--- config.mk ---
export PLATFORM = sky130hd
export DESIGN_NAME = probe_request_frame_parser_top
export DESIGN_NICKNAME = d
export VERILOG_FILES = /design/src/rtl/core/prfp_pkg.sv /design/src/rtl/core/prfp_parser.sv /design/src/rtl/core/prfp_queue.sv /design/src/rtl/core/prfp_emitter.sv /design/src/rtl/core/probe_request_frame_parser_top.sv
export VERILOG_INCLUDE_DIRS = /design/src /design/src/rtl/core
export SDC_FILE = /design/constraint.sdc
export NUM_CORES = 1
export LEC_CHECK = 0
export CAP_MARGIN = 10
export CELL_PAD_IN_SITES_DETAIL_PLACEMENT = 0
export CELL_PAD_IN_SITES_GLOBAL_PLACEMENT = 1
export CORE_UTILIZATION = 57
export DETAILED_ROUTE_END_ITERATION = 6
export DONT_BUFFER_PORTS = 1
export GPL_TIMING_DRIVEN = 0
export PLACE_DENSITY_LB_ADDON = 0.1
export SLEW_MARGIN = 20
export SYNTH_ARGS = -nofsm -noshare
export SYNTH_HDL_FRONTEND = slang
export SYNTH_SLANG_ARGS = --single-unit
--- constraint.sdc ---
create_clock -name clk -period 10.7 [get_ports clk]
set_clock_uncertainty 0.2 [all_clocks]
set_input_delay 0 -clock clk [delete_from_list [all_inputs] [get_ports clk]]
set_output_delay 0 -clock clk [all_outputs]
set_load 0.005 [all_outputs]
--- src/rtl/core/probe_request_frame_parser_top_defines.svh ---
// ----------------------------------------------------------------------------
// Probe request parser assertion macros
// Shared concurrent assertion shorthands. Every user has clk and rst_n.
// ----------------------------------------------------------------------------
`ifndef PROBE_REQUEST_FRAME_PARSER_TOP_DEFINES_SVH
`define PROBE_REQUEST_FRAME_PARSER_TOP_DEFINES_SVH

// The consequent must hold in the same cycle as the antecedent.
`define PRFP_ASSERT_SAME(name, ante, cons, msg) \
    name: assert property (@(posedge clk) disable iff (!rst_n) (ante) |-> (cons)) \
        else $error(msg);

// The consequent must hold in the cycle after the antecedent.
`define PRFP_ASSERT_NEXT(name, ante, cons, msg) \
    name: assert property (@(posedge clk) disable iff (!rst_n) (ante) |=> (cons)) \
        else $error(msg);

`endif

--- src/rtl/core/prfp_pkg.sv ---
// ----------------------------------------------------------------------------
// Probe request parser package
// Beat types, queue record type and fixed protocol constants.
// ----------------------------------------------------------------------------
`timescale 1ns / 1ps
`default_nettype none

package prfp_pkg;

    typedef struct packed {
        logic [7:0]  data_byte;
        logic [11:0] frame_length;
        logic        last_byte;
    } item_t;

    typedef struct packed {
        logic              result_kind;
        logic [7:0]        ssid_char;
        logic [4:0]        char_index;
        logic              frame_valid;
        logic [47:0]       source_mac;
        logic signed [7:0] signal_strength;
        logic [5:0]        ssid_length;
        logic              broadcast_ssid;
        logic              end_of_run;
    } result_t;

    typedef struct packed {
        logic              frame_valid;
        logic [47:0]       source_mac;
        logic signed [7:0] signal_strength;
        logic [5:0]        ssid_length;
        logic              broadcast_ssid;
    } summary_t;

    // One queue record holds everything a single input byte produces.
    typedef struct packed {
        logic       has_char;
        logic [7:0] ssid_char;
        logic [4:0] char_index;
        logic       has_summary;
        summary_t   summary;
    } record_t;

    localparam logic [7:0]  FC_PROBE_REQ = 8'h40;
    localparam logic [7:0]  FC_FLAGS     = 8'h00;
    localparam logic [7:0]  SSID_TAG     = 8'h00;
    localparam logic [7:0]  PRINT_LOW    = 8'h20;
    localparam logic [7:0]  PRINT_END    = 8'h7F;
    localparam logic [7:0]  SUB_CHAR     = 8'h2E;
    localparam logic [5:0]  SSID_MAX     = 6'd32;
    localparam logic [11:0] MIN_LEN      = 12'd60;
    localparam int          ELEM_OFFSET  = 24;

    localparam logic KIND_CHAR    = 1'b0;
    localparam logic KIND_SUMMARY = 1'b1;

    localparam int QUEUE_DEPTH = 4;
    localparam int QUEUE_AW    = 2;

endpackage

`default_nettype wire

--- src/rtl/core/prfp_parser.sv ---
// ----------------------------------------------------------------------------
// Probe request parser front end
// Walks the capture byte by byte and builds one queue record per byte
// that yields an SSID character or the frame summary.
// ----------------------------------------------------------------------------
`timescale 1ns / 1ps
`default_nettype none
`include "probe_request_frame_parser_top_defines.svh"

module prfp_parser import prfp_pkg::*; #(
    parameter int HEADER_BYTES    = 36,
    parameter int MAX_FRAME_BYTES = 4096
) (
    input  logic    clk,
    input  logic    rst_n,
    input  item_t   item,
    input  logic    take,
    output record_t rec,
    output logic    rec_push
);

    localparam int POS_W = $clog2(MAX_FRAME_BYTES);
    localparam int CW    = ((POS_W > 12) ? POS_W : 12) + 2;

    localparam logic [CW-1:0]    HB       = CW'(HEADER_BYTES);
    localparam logic [CW-1:0]    HB_FLAGS = CW'(HEADER_BYTES + 1);
    localparam logic [CW-1:0]    ADDR_LO  = CW'(HEADER_BYTES + 10);
    localparam logic [CW-1:0]    ADDR_HI  = CW'(HEADER_BYTES + 16);
    localparam logic [CW-1:0]    ELEM_LO  = CW'(HEADER_BYTES + ELEM_OFFSET);
    localparam logic [POS_W-1:0] POS_LAST = POS_W'(MAX_FRAME_BYTES - 1);

    localparam logic [2:0] PH_HEADER = 3'd0;
    localparam logic [2:0] PH_LENGTH = 3'd1;
    localparam logic [2:0] PH_SKIP   = 3'd2;
    localparam logic [2:0] PH_SSID   = 3'd3;
    localparam logic [2:0] PH_DONE   = 3'd4;

    logic [POS_W-1:0]  pos_reg, pos_next;
    logic              ctrl_reg, ctrl_next;
    logic [7:0]        strength_reg, strength_next;
    logic [47:0]       addr_reg, addr_next;
    logic [2:0]        phase_reg, phase_next;
    logic              tag_zero_reg, tag_zero_next;
    logic [7:0]        rem_reg, rem_next;
    logic [5:0]        chars_reg, chars_next;
    logic              seen_reg, seen_next;
    logic              empty_reg, empty_next;

    logic [CW-1:0]     p_w, len_w, b_w;
    logic              emit_char;
    logic [7:0]        char_out;
    logic [4:0]        idx_out;
    summary_t          sum_out;

    assign p_w   = CW'(pos_reg);
    assign len_w = CW'(item.frame_length);
    assign b_w   = CW'(item.data_byte);

    always_comb
    begin
        pos_next      = pos_reg;
        ctrl_next     = ctrl_reg;
        strength_next = strength_reg;
        addr_next     = addr_reg;
        phase_next    = phase_reg;
        tag_zero_next = tag_zero_reg;
        rem_next      = rem_reg;
        chars_next    = chars_reg;
        seen_next     = seen_reg;
        empty_next    = empty_reg;
        emit_char     = 1'b0;
        char_out      = '0;
        idx_out       = '0;
        sum_out       = '0;

        if (p_w == '0)
        begin
            strength_next = item.data_byte;
        end
        if (p_w >= ADDR_LO && p_w < ADDR_HI)
        begin
            addr_next = {addr_reg[39:0], item.data_byte};
        end
        if (p_w == HB)
        begin
            ctrl_next = (item.data_byte == FC_PROBE_REQ);
        end
        if (p_w == HB_FLAGS)
        begin
            ctrl_next = ctrl_next && (item.data_byte == FC_FLAGS)
                        && (item.frame_length >= MIN_LEN);
        end

        if (ctrl_next && p_w >= ELEM_LO && p_w < len_w)
        begin
            unique case (phase_reg)
                PH_HEADER:
                begin
                    if (p_w + CW'(1) < len_w)
                    begin
                        tag_zero_next = (item.data_byte == SSID_TAG);
                        phase_next    = PH_LENGTH;
                    end
                    else
                    begin
                        phase_next = PH_DONE;
                    end
                end
                PH_LENGTH:
                begin
                    if (p_w + CW'(1) + b_w > len_w)
                    begin
                        phase_next = PH_DONE;
                    end
                    else if (tag_zero_reg)
                    begin
                        seen_next = 1'b1;
                        if (item.data_byte == 8'd0)
                        begin
                            empty_next = 1'b1;
                            phase_next = PH_DONE;
                        end
                        else
                        begin
                            rem_next   = item.data_byte;
                            phase_next = PH_SSID;
                        end
                    end
                    else if (item.data_byte == 8'd0)
                    begin
                        phase_next = PH_HEADER;
                    end
                    else
                    begin
                        rem_next   = item.data_byte;
                        phase_next = PH_SKIP;
                    end
                end
                PH_SKIP:
                begin
                    rem_next = rem_reg - 8'd1;
                    if (rem_reg == 8'd1)
                    begin
                        phase_next = PH_HEADER;
                    end
                end
                PH_SSID:
                begin
                    if (chars_reg < SSID_MAX)
                    begin
                        emit_char  = 1'b1;
                        char_out   = (item.data_byte >= PRINT_LOW && item.data_byte < PRINT_END)
                                     ? item.data_byte : SUB_CHAR;
                        idx_out    = chars_reg[4:0];
                        chars_next = chars_reg + 6'd1;
                    end
                    rem_next = rem_reg - 8'd1;
                    if (rem_reg == 8'd1)
                    begin
                        phase_next = PH_DONE;
                    end
                end
                default:
                begin
                end
            endcase
        end

        if (item.last_byte)
        begin
            sum_out.frame_valid     = ctrl_next && seen_next;
            sum_out.source_mac      = addr_next;
            sum_out.signal_strength = strength_next;
            sum_out.ssid_length     = chars_next;
            sum_out.broadcast_ssid  = empty_next;
            // The next capture starts from a clean slate.
            pos_next      = '0;
            ctrl_next     = 1'b0;
            strength_next = '0;
            addr_next     = '0;
            phase_next    = PH_HEADER;
            tag_zero_next = 1'b0;
            rem_next      = '0;
            chars_next    = '0;
            seen_next     = 1'b0;
            empty_next    = 1'b0;
        end
        else if (pos_reg < POS_LAST)
        begin
            pos_next = pos_reg + POS_W'(1);
        end
    end

    always_ff @(posedge clk or negedge rst_n)
    begin
        if (!rst_n)
        begin
            pos_reg      <= '0;
            ctrl_reg     <= 1'b0;
            strength_reg <= '0;
            addr_reg     <= '0;
            phase_reg    <= PH_HEADER;
            tag_zero_reg <= 1'b0;
            rem_reg      <= '0;
            chars_reg    <= '0;
            seen_reg     <= 1'b0;
            empty_reg    <= 1'b0;
        end
        else if (take)
        begin
            pos_reg      <= pos_next;
            ctrl_reg     <= ctrl_next;
            strength_reg <= strength_next;
            addr_reg     <= addr_next;
            phase_reg    <= phase_next;
            tag_zero_reg <= tag_zero_next;
            rem_reg      <= rem_next;
            chars_reg    <= chars_next;
            seen_reg     <= seen_next;
            empty_reg    <= empty_next;
        end
    end

    always_comb
    begin
        rec.has_char    = emit_char;
        rec.ssid_char   = char_out;
        rec.char_index  = idx_out;
        rec.has_summary = item.last_byte;
        rec.summary     = sum_out;
    end

    assign rec_push = take && (emit_char || item.last_byte);

    `PRFP_ASSERT_SAME(a_char_phase, rec.has_char, phase_reg == PH_SSID, "char outside SSID")
    `PRFP_ASSERT_SAME(a_char_count, rec.has_char, chars_reg < SSID_MAX, "char past SSID limit")

endmodule

`default_nettype wire

--- src/rtl/core/prfp_queue.sv ---
// ----------------------------------------------------------------------------
// Probe request parser record queue
// Small first-in first-out buffer between the parser and the emitter.
// ----------------------------------------------------------------------------
`timescale 1ns / 1ps
`default_nettype none
`include "probe_request_frame_parser_top_defines.svh"

module prfp_queue import prfp_pkg::*; (
    input  logic    clk,
    input  logic    rst_n,
    input  logic    wr,
    input  record_t wdata,
    output logic    full,
    input  logic    rd,
    output record_t rdata,
    output logic    empty
);

    record_t               mem [QUEUE_DEPTH];
    logic [QUEUE_AW-1:0]   wr_ptr_reg;
    logic [QUEUE_AW-1:0]   rd_ptr_reg;
    logic [QUEUE_AW:0]     cnt_reg;
    logic                  do_wr, do_rd;

    assign full  = (cnt_reg == (QUEUE_AW+1)'(QUEUE_DEPTH));
    assign empty = (cnt_reg == '0);
    assign do_wr = wr && !full;
    assign do_rd = rd && !empty;
    assign rdata = mem[rd_ptr_reg];

    always_ff @(posedge clk)
    begin
        if (do_wr)
        begin
            mem[wr_ptr_reg] <= wdata;
        end
    end

    always_ff @(posedge clk or negedge rst_n)
    begin
        if (!rst_n)
        begin
            wr_ptr_reg <= '0;
            rd_ptr_reg <= '0;
            cnt_reg    <= '0;
        end
        else
        begin
            if (do_wr)
            begin
                wr_ptr_reg <= wr_ptr_reg + QUEUE_AW'(1);
            end
            if (do_rd)
            begin
                rd_ptr_reg <= rd_ptr_reg + QUEUE_AW'(1);
            end
            if (do_wr && !do_rd)
            begin
                cnt_reg <= cnt_reg + (QUEUE_AW+1)'(1);
            end
            else if (do_rd && !do_wr)
            begin
                cnt_reg <= cnt_reg - (QUEUE_AW+1)'(1);
            end
        end
    end

    `PRFP_ASSERT_SAME(a_cnt_bound, 1'b1, cnt_reg <= (QUEUE_AW+1)'(QUEUE_DEPTH), "overflow")
    `PRFP_ASSERT_NEXT(a_cnt_inc, do_wr && !do_rd, cnt_reg == $past(cnt_reg) + 1'b1, "lost write")

endmodule

`default_nettype wire

--- src/rtl/core/prfp_emitter.sv ---
// ----------------------------------------------------------------------------
// Probe request parser back end
// Expands queue records into result beats held in an output register.
// ----------------------------------------------------------------------------
`timescale 1ns / 1ps
`default_nettype none
`include "probe_request_frame_parser_top_defines.svh"

module prfp_emitter import prfp_pkg::*; (
    input  logic    clk,
    input  logic    rst_n,
    input  record_t head,
    input  logic    head_valid,
    output logic    head_pop,
    output result_t result,
    output logic    empty,
    input  logic    pop
);

    logic     out_valid_reg, out_valid_next;
    result_t  out_reg, out_next;
    logic     pend_reg, pend_next;
    summary_t pend_sum_reg, pend_sum_next;
    logic     free;
    logic     pend_held;

    function automatic result_t summary_beat(input summary_t s);
        result_t r;
        r                 = '0;
        r.result_kind     = KIND_SUMMARY;
        r.frame_valid     = s.frame_valid;
        r.source_mac      = s.source_mac;
        r.signal_strength = s.signal_strength;
        r.ssid_length     = s.ssid_length;
        r.broadcast_ssid  = s.broadcast_ssid;
        r.end_of_run      = 1'b1;
        return r;
    endfunction

    assign free = !out_valid_reg || pop;

    always_comb
    begin
        out_valid_next = out_valid_reg;
        out_next       = out_reg;
        pend_next      = pend_reg;
        pend_sum_next  = pend_sum_reg;
        head_pop       = 1'b0;
        if (free)
        begin
            if (pend_reg)
            begin
                out_valid_next = 1'b1;
                out_next       = summary_beat(pend_sum_reg);
                pend_next      = 1'b0;
            end
            else if (head_valid)
            begin
                head_pop       = 1'b1;
                out_valid_next = 1'b1;
                if (head.has_char)
                begin
                    out_next             = '0;
                    out_next.result_kind = KIND_CHAR;
                    out_next.ssid_char   = head.ssid_char;
                    out_next.char_index  = head.char_index;
                    out_next.end_of_run  = !head.has_summary;
                    pend_next            = head.has_summary;
                    pend_sum_next        = head.summary;
                end
                else
                begin
                    out_next = summary_beat(head.summary);
                end
            end
            else
            begin
                out_valid_next = 1'b0;
            end
        end
    end

    always_ff @(posedge clk)
    begin
        out_reg      <= out_next;
        pend_sum_reg <= pend_sum_next;
    end

    always_ff @(posedge clk or negedge rst_n)
    begin
        if (!rst_n)
        begin
            out_valid_reg <= 1'b0;
            pend_reg      <= 1'b0;
        end
        else
        begin
            out_valid_reg <= out_valid_next;
            pend_reg      <= pend_next;
        end
    end

    assign result = out_reg;
    assign empty  = !out_valid_reg;

    // A held summary always sits behind its character beat.
    assign pend_held = out_valid_reg && out_reg.result_kind == KIND_CHAR && !out_reg.end_of_run;

    `PRFP_ASSERT_SAME(a_pend_behind_char, pend_reg, pend_held, "summary pending alone")

endmodule

`default_nettype wire

--- src/rtl/core/probe_request_frame_parser_top.sv ---
// ----------------------------------------------------------------------------
// Probe request frame parser, top level
// Path: a taken byte's record is written into the queue, then moved into the output register.
// Throughput: one byte per cycle, set by the parser, while the queue is not full; a byte that ends an SSID
// and the capture gives two beats, and a four-record queue absorbs that.
// Reset: asynchronous active-low rst_n clears the parse state and empties all.
// ----------------------------------------------------------------------------
`timescale 1ns / 1ps
`default_nettype none

module probe_request_frame_parser_top import prfp_pkg::*; #(
    parameter int HEADER_BYTES    = 36,
    parameter int MAX_FRAME_BYTES = 4096
) (
    input  logic    clk,
    input  logic    rst_n,
    input  item_t   item,
    input  logic    push,
    output logic    full,
    output result_t result,
    output logic    empty,
    input  logic    pop
);

    // The front end parses each accepted byte in the cycle it arrives. Only
    // bytes that produce something (an SSID character, the summary, or both)
    // leave a record in the queue, so most header bytes cost no queue space.
    // Input back-pressure comes straight from the queue: when it is full, the
    // parser holds its state and the sender keeps the byte.

    logic    take;
    logic    q_full;
    logic    q_empty;
    logic    q_rd;
    logic    rec_push;
    record_t rec;
    record_t q_head;

    assign full = q_full;
    assign take = push && !q_full;

    prfp_parser #(
        .HEADER_BYTES    (HEADER_BYTES),
        .MAX_FRAME_BYTES (MAX_FRAME_BYTES)
    ) u_parser (
        .clk      (clk),
        .rst_n    (rst_n),
        .item     (item),
        .take     (take),
        .rec      (rec),
        .rec_push (rec_push)
    );

    // The queue decouples parsing from delivery, so a stalled consumer does
    // not stop bytes from coming in until four records are waiting.
    prfp_queue u_queue (
        .clk   (clk),
        .rst_n (rst_n),
        .wr    (rec_push),
        .wdata (rec),
        .full  (q_full),
        .rd    (q_rd),
        .rdata (q_head),
        .empty (q_empty)
    );

    // The back end turns each record into one or two result beats. Its
    // output register is the only thing the consumer sees, and it refills in
    // the same cycle a beat is popped, so delivery runs one beat per cycle while records wait.
    prfp_emitter u_emitter (
        .clk        (clk),
        .rst_n      (rst_n),
        .head       (q_head),
        .head_valid (!q_empty),
        .head_pop   (q_rd),
        .result     (result),
        .empty      (empty),
        .pop        (pop)
    );

endmodule

`default_nettype wire
==> results.ini <==
[outcome]
status=finished clean

[layout]
largest_reg_flops=316
n_antenna_cell=0
fin_area_um2=27210
areaGrowthSynthToFinish_pct=12.38
multiInputGateArea_um2=7441
layout.nets=1928
seq_area_um2=16240
drive_gt1_share_pct=10.73
fill_cells=3002

[global_route]
overflow=0
grt_first_pass_wirelength_um=85780
antenna_found_initial=0
first_global_vias=14360
grt_max_degree=99
grt_use_total_pct=26.22

[synthesis]
synthTopCellsByCount=459 x edfxtp_1, 328 x nand2_1, 142 x o21ai_0
ys_ff_latch=557
yosysTopAreaCell=edfxtp_1
yosys.area.top_type_share_pct=56.94
synthArstFlopShare_pct=17.59
synthTopCellsByArea=edfxtp_1 57%, dfrtp_1 10%, mux4_2 7.3%
synth_flop_cell=edfxtp_1
ys.warnings.count=0
synth_area_um2=24210
synth_cell_type_count=82
yosysMostFrequentCell=edfxtp_1
synth_edf_count=459
avgSynthCellArea_um2=13.81
synth.yosys.seq_area_share_pct=67.07
synthCells=1753

[timing]
maxSlewViolCount=0
finalCriticalPeriod_ns=6.146
fin_ws_ns=4.554
rsz0062_at_grt=no
fmax_mhz=162.7
worst_slew_pin_slew_ns=1.011
finalHoldViolCount=0
min_period_over_period_pct=57.44
setup_viol=0
timing.setup.tns_ns=0
maxSlewHeadroom_pct=32.60

[clock_tree]
cts_setup_buffers=0
cts_max_path_buffers=3
clock_sinks=557
post_cts_resized=0
tritoncts=built
clk-insertion-delay-late_ns=0.61
cts_made_buffers=55
clk_transition_reported_paths_ns=0.07
htree_levels=2
ctsRootBufferMaster=clkbuf_16

[job]
maxCapViolCount=0

[worst_setup_path]
cpMostUsedCell=a21oi_1
cp_slowest_stage_delay_ns=0.56
slowest_stage=dlygate4sd3_1
critPathKind=reg -> reg
cp-start-kind=register
rr_worst_depth=20
endpoint_kind=register
cp.depth=20
required_ns=11.04
path_buf_inv=3
worstPathArrival_ns=6.48
r2r_start=u_parser.pos_reg[0]$_DFFE_PN0P_
r2r_slack_ns=4.55
path_cells=clkbuf_1 > inv_1 > ha_1 > ha_1 > a21o_1 > a21oi_1 > o21ai_0 > a21oi_1 > o21ai_0 > nand3_1 > xnor2_1 > ha_1 > a211o_1 > a21oi_1 > a221oi_1 > a21oi_1 > a31oi_2 > or3_1 > o21ai_1 > dlygate4sd3_1
cp_max_fo=9
crit_family=compound AO/OA/AOI/OAI gates
reg2reg_to=u_parser.rem_reg[2]$_DFFE_PN0P_

[floorplan]
die_y_um=208.1
initial_core_util_pct=57.71
row_count=75
ios=106
fp.dieArea_um2=43300
coreArea_um2=41950
die_w_um=208.1

[min_path]
hold_path_end=u_parser.phase_reg[2]$_DFFE_PN0P_
hold_depth=6
hold_path.class=in -> reg
hp-start=item[12]

[placed_design]
place.port_buffers=0
dpl_cell_area_um2=25170
place_ws_ns=4.860
dp_hpwl_um=36320
place_congestion=0.8850

[routing]
first_iter_violations=1218
wl_per_cell_um=22.66
drt_wl_total_um=55100
vias=14650
vias_per_cell=6.024
ant_nets=0
drc=0
first_pass_iters=7

[power_and_ir_drop]
powerDensity_nw_per_um2=260.9
ir_drop_mv=0.1590
p_leak_nw=9.636

[layer usage]
layer	vias up	GRT usage [%]	share of wire [%]
met5	-	0	0
met4	0	6.054	1.9
met3	74	3.925	4.9
met2	411	42.15	48
met1	7399	38.21	46
li1	6761	-	-
[power breakdown]
group | internal [mW] | leakage [nW] | switching [mW]
sequential | 3.08 | 5.60 | 0.253
combinational | 0.711 | 3.17 | 1.16
clock | 1.10 | 0.860 | 0.804
[per-stage QoR]
step | hold WS (ns) | instances | utilization [%] | total power [mW]
after detailed placement | -0.4878 | 2305 | 60.01 | 5.232
final | 0.1106 | 2431 | 64.86 | 7.099
after global routing | 0.1294 | 2431 | 64.86 | 7.463
after CTS | 0.07954 | 2431 | 64.86 | 7.158
after global placement | -0.4873 | 2295 | 59.35 | 5.159
after floorplan | -0.4956 | 1756 | - | 4.587
[repair_timing]
item | 4_1_cts | 5_1_grt
endpoints found under the setup margin | 0 | 0
hold buffers | 23 | 0
endpoints found under the hold margin | 244 | 0
[cells by family (layout without fill, tap and decap cells)]
logic type      Yosys count  in the layout  share of synthesized area (%)
compound gates          365            365                          9.278
flops                   557            557                          67.07
fa+ha+maj                57             57                          3.008
buf+inv                 145            281                          2.346
xor+xnor                 28             28                          1.013
other cells               1              4                        0.01549
mux                      93             93                          7.897
simple gates            507            507                          9.376
[final cells by class]
class,instances,share of cell area [%]
clock inverters,13,0.5841
clock buffers,90,5.910
well taps,539,2.479
repair buffers,33,1.904
flip-flops and latches,557,59.68
multi-input cells,1054,27.35
plain buffers,102,1.504
inverters,43,0.5933
[worst register-to-register path: stages, from the launching register on]
cell           delay [ns]
dfrtp_1              0.38
clkbuf_1             0.33
inv_1                0.16
ha_1                 0.39
ha_1                 0.29
a21o_1               0.18
a21oi_1              0.26
o21ai_0              0.17
a21oi_1              0.27
o21ai_0              0.20
nand3_1              0.14
xnor2_1              0.12
ha_1                 0.27
a211o_1              0.30
a21oi_1              0.21
a221oi_1             0.14
a21oi_1              0.49
a31oi_2              0.32
or3_1                0.52
o21ai_1              0.18
dlygate4sd3_1        0.56
[worst max-delay path by stage]
stage                                         start                                end  slack (ns)
global placement     u_emitter.pend_reg$_DFFE_PN0N_     u_emitter.result[31]$_DFFE_PP_        2.75
finish              u_parser.pos_reg[0]$_DFFE_PN0P_    u_parser.rem_reg[2]$_DFFE_PN0P_        4.55
floorplan            u_emitter.pend_reg$_DFFE_PN0N_  u_emitter.result[0]$_SDFFCE_PP1P_        5.71
global route        u_parser.pos_reg[1]$_DFFE_PN0P_    u_parser.rem_reg[2]$_DFFE_PN0P_        4.05
CTS                 u_parser.pos_reg[0]$_DFFE_PN0P_    u_parser.rem_reg[2]$_DFFE_PN0P_        4.61
detailed placement  u_parser.pos_reg[0]$_DFFE_PN0P_       u_queue.mem[1][63]$_DFFE_PP_        4.86
[cell usage in the layout (no fill, tap or decap), types with 16 or more instances in the layout]
cell | netlist | routed
nand2_1 | 328 | 328
clkbuf_1 | 80 | 103
ha_1 | 55 | 55
edfxtp_1 | 459 | 459
mux4_2 | 78 | 78
xnor2_1 | 19 | 19
o21ai_0 | 142 | 142
nor2_1 | 51 | 49
a21boi_0 | 53 | 53
nor2b_1 | 17 | 17
dfrtp_1 | 98 | 98
dlygate4sd3_1 | 0 | 21
inv_1 | 42 | 42
nor4_1 | 16 | 16
clkbuf_16 | 0 | 55
a21oi_1 | 75 | 75
nand3_1 | 16 | 16
(Power assumes the default switching activity.)
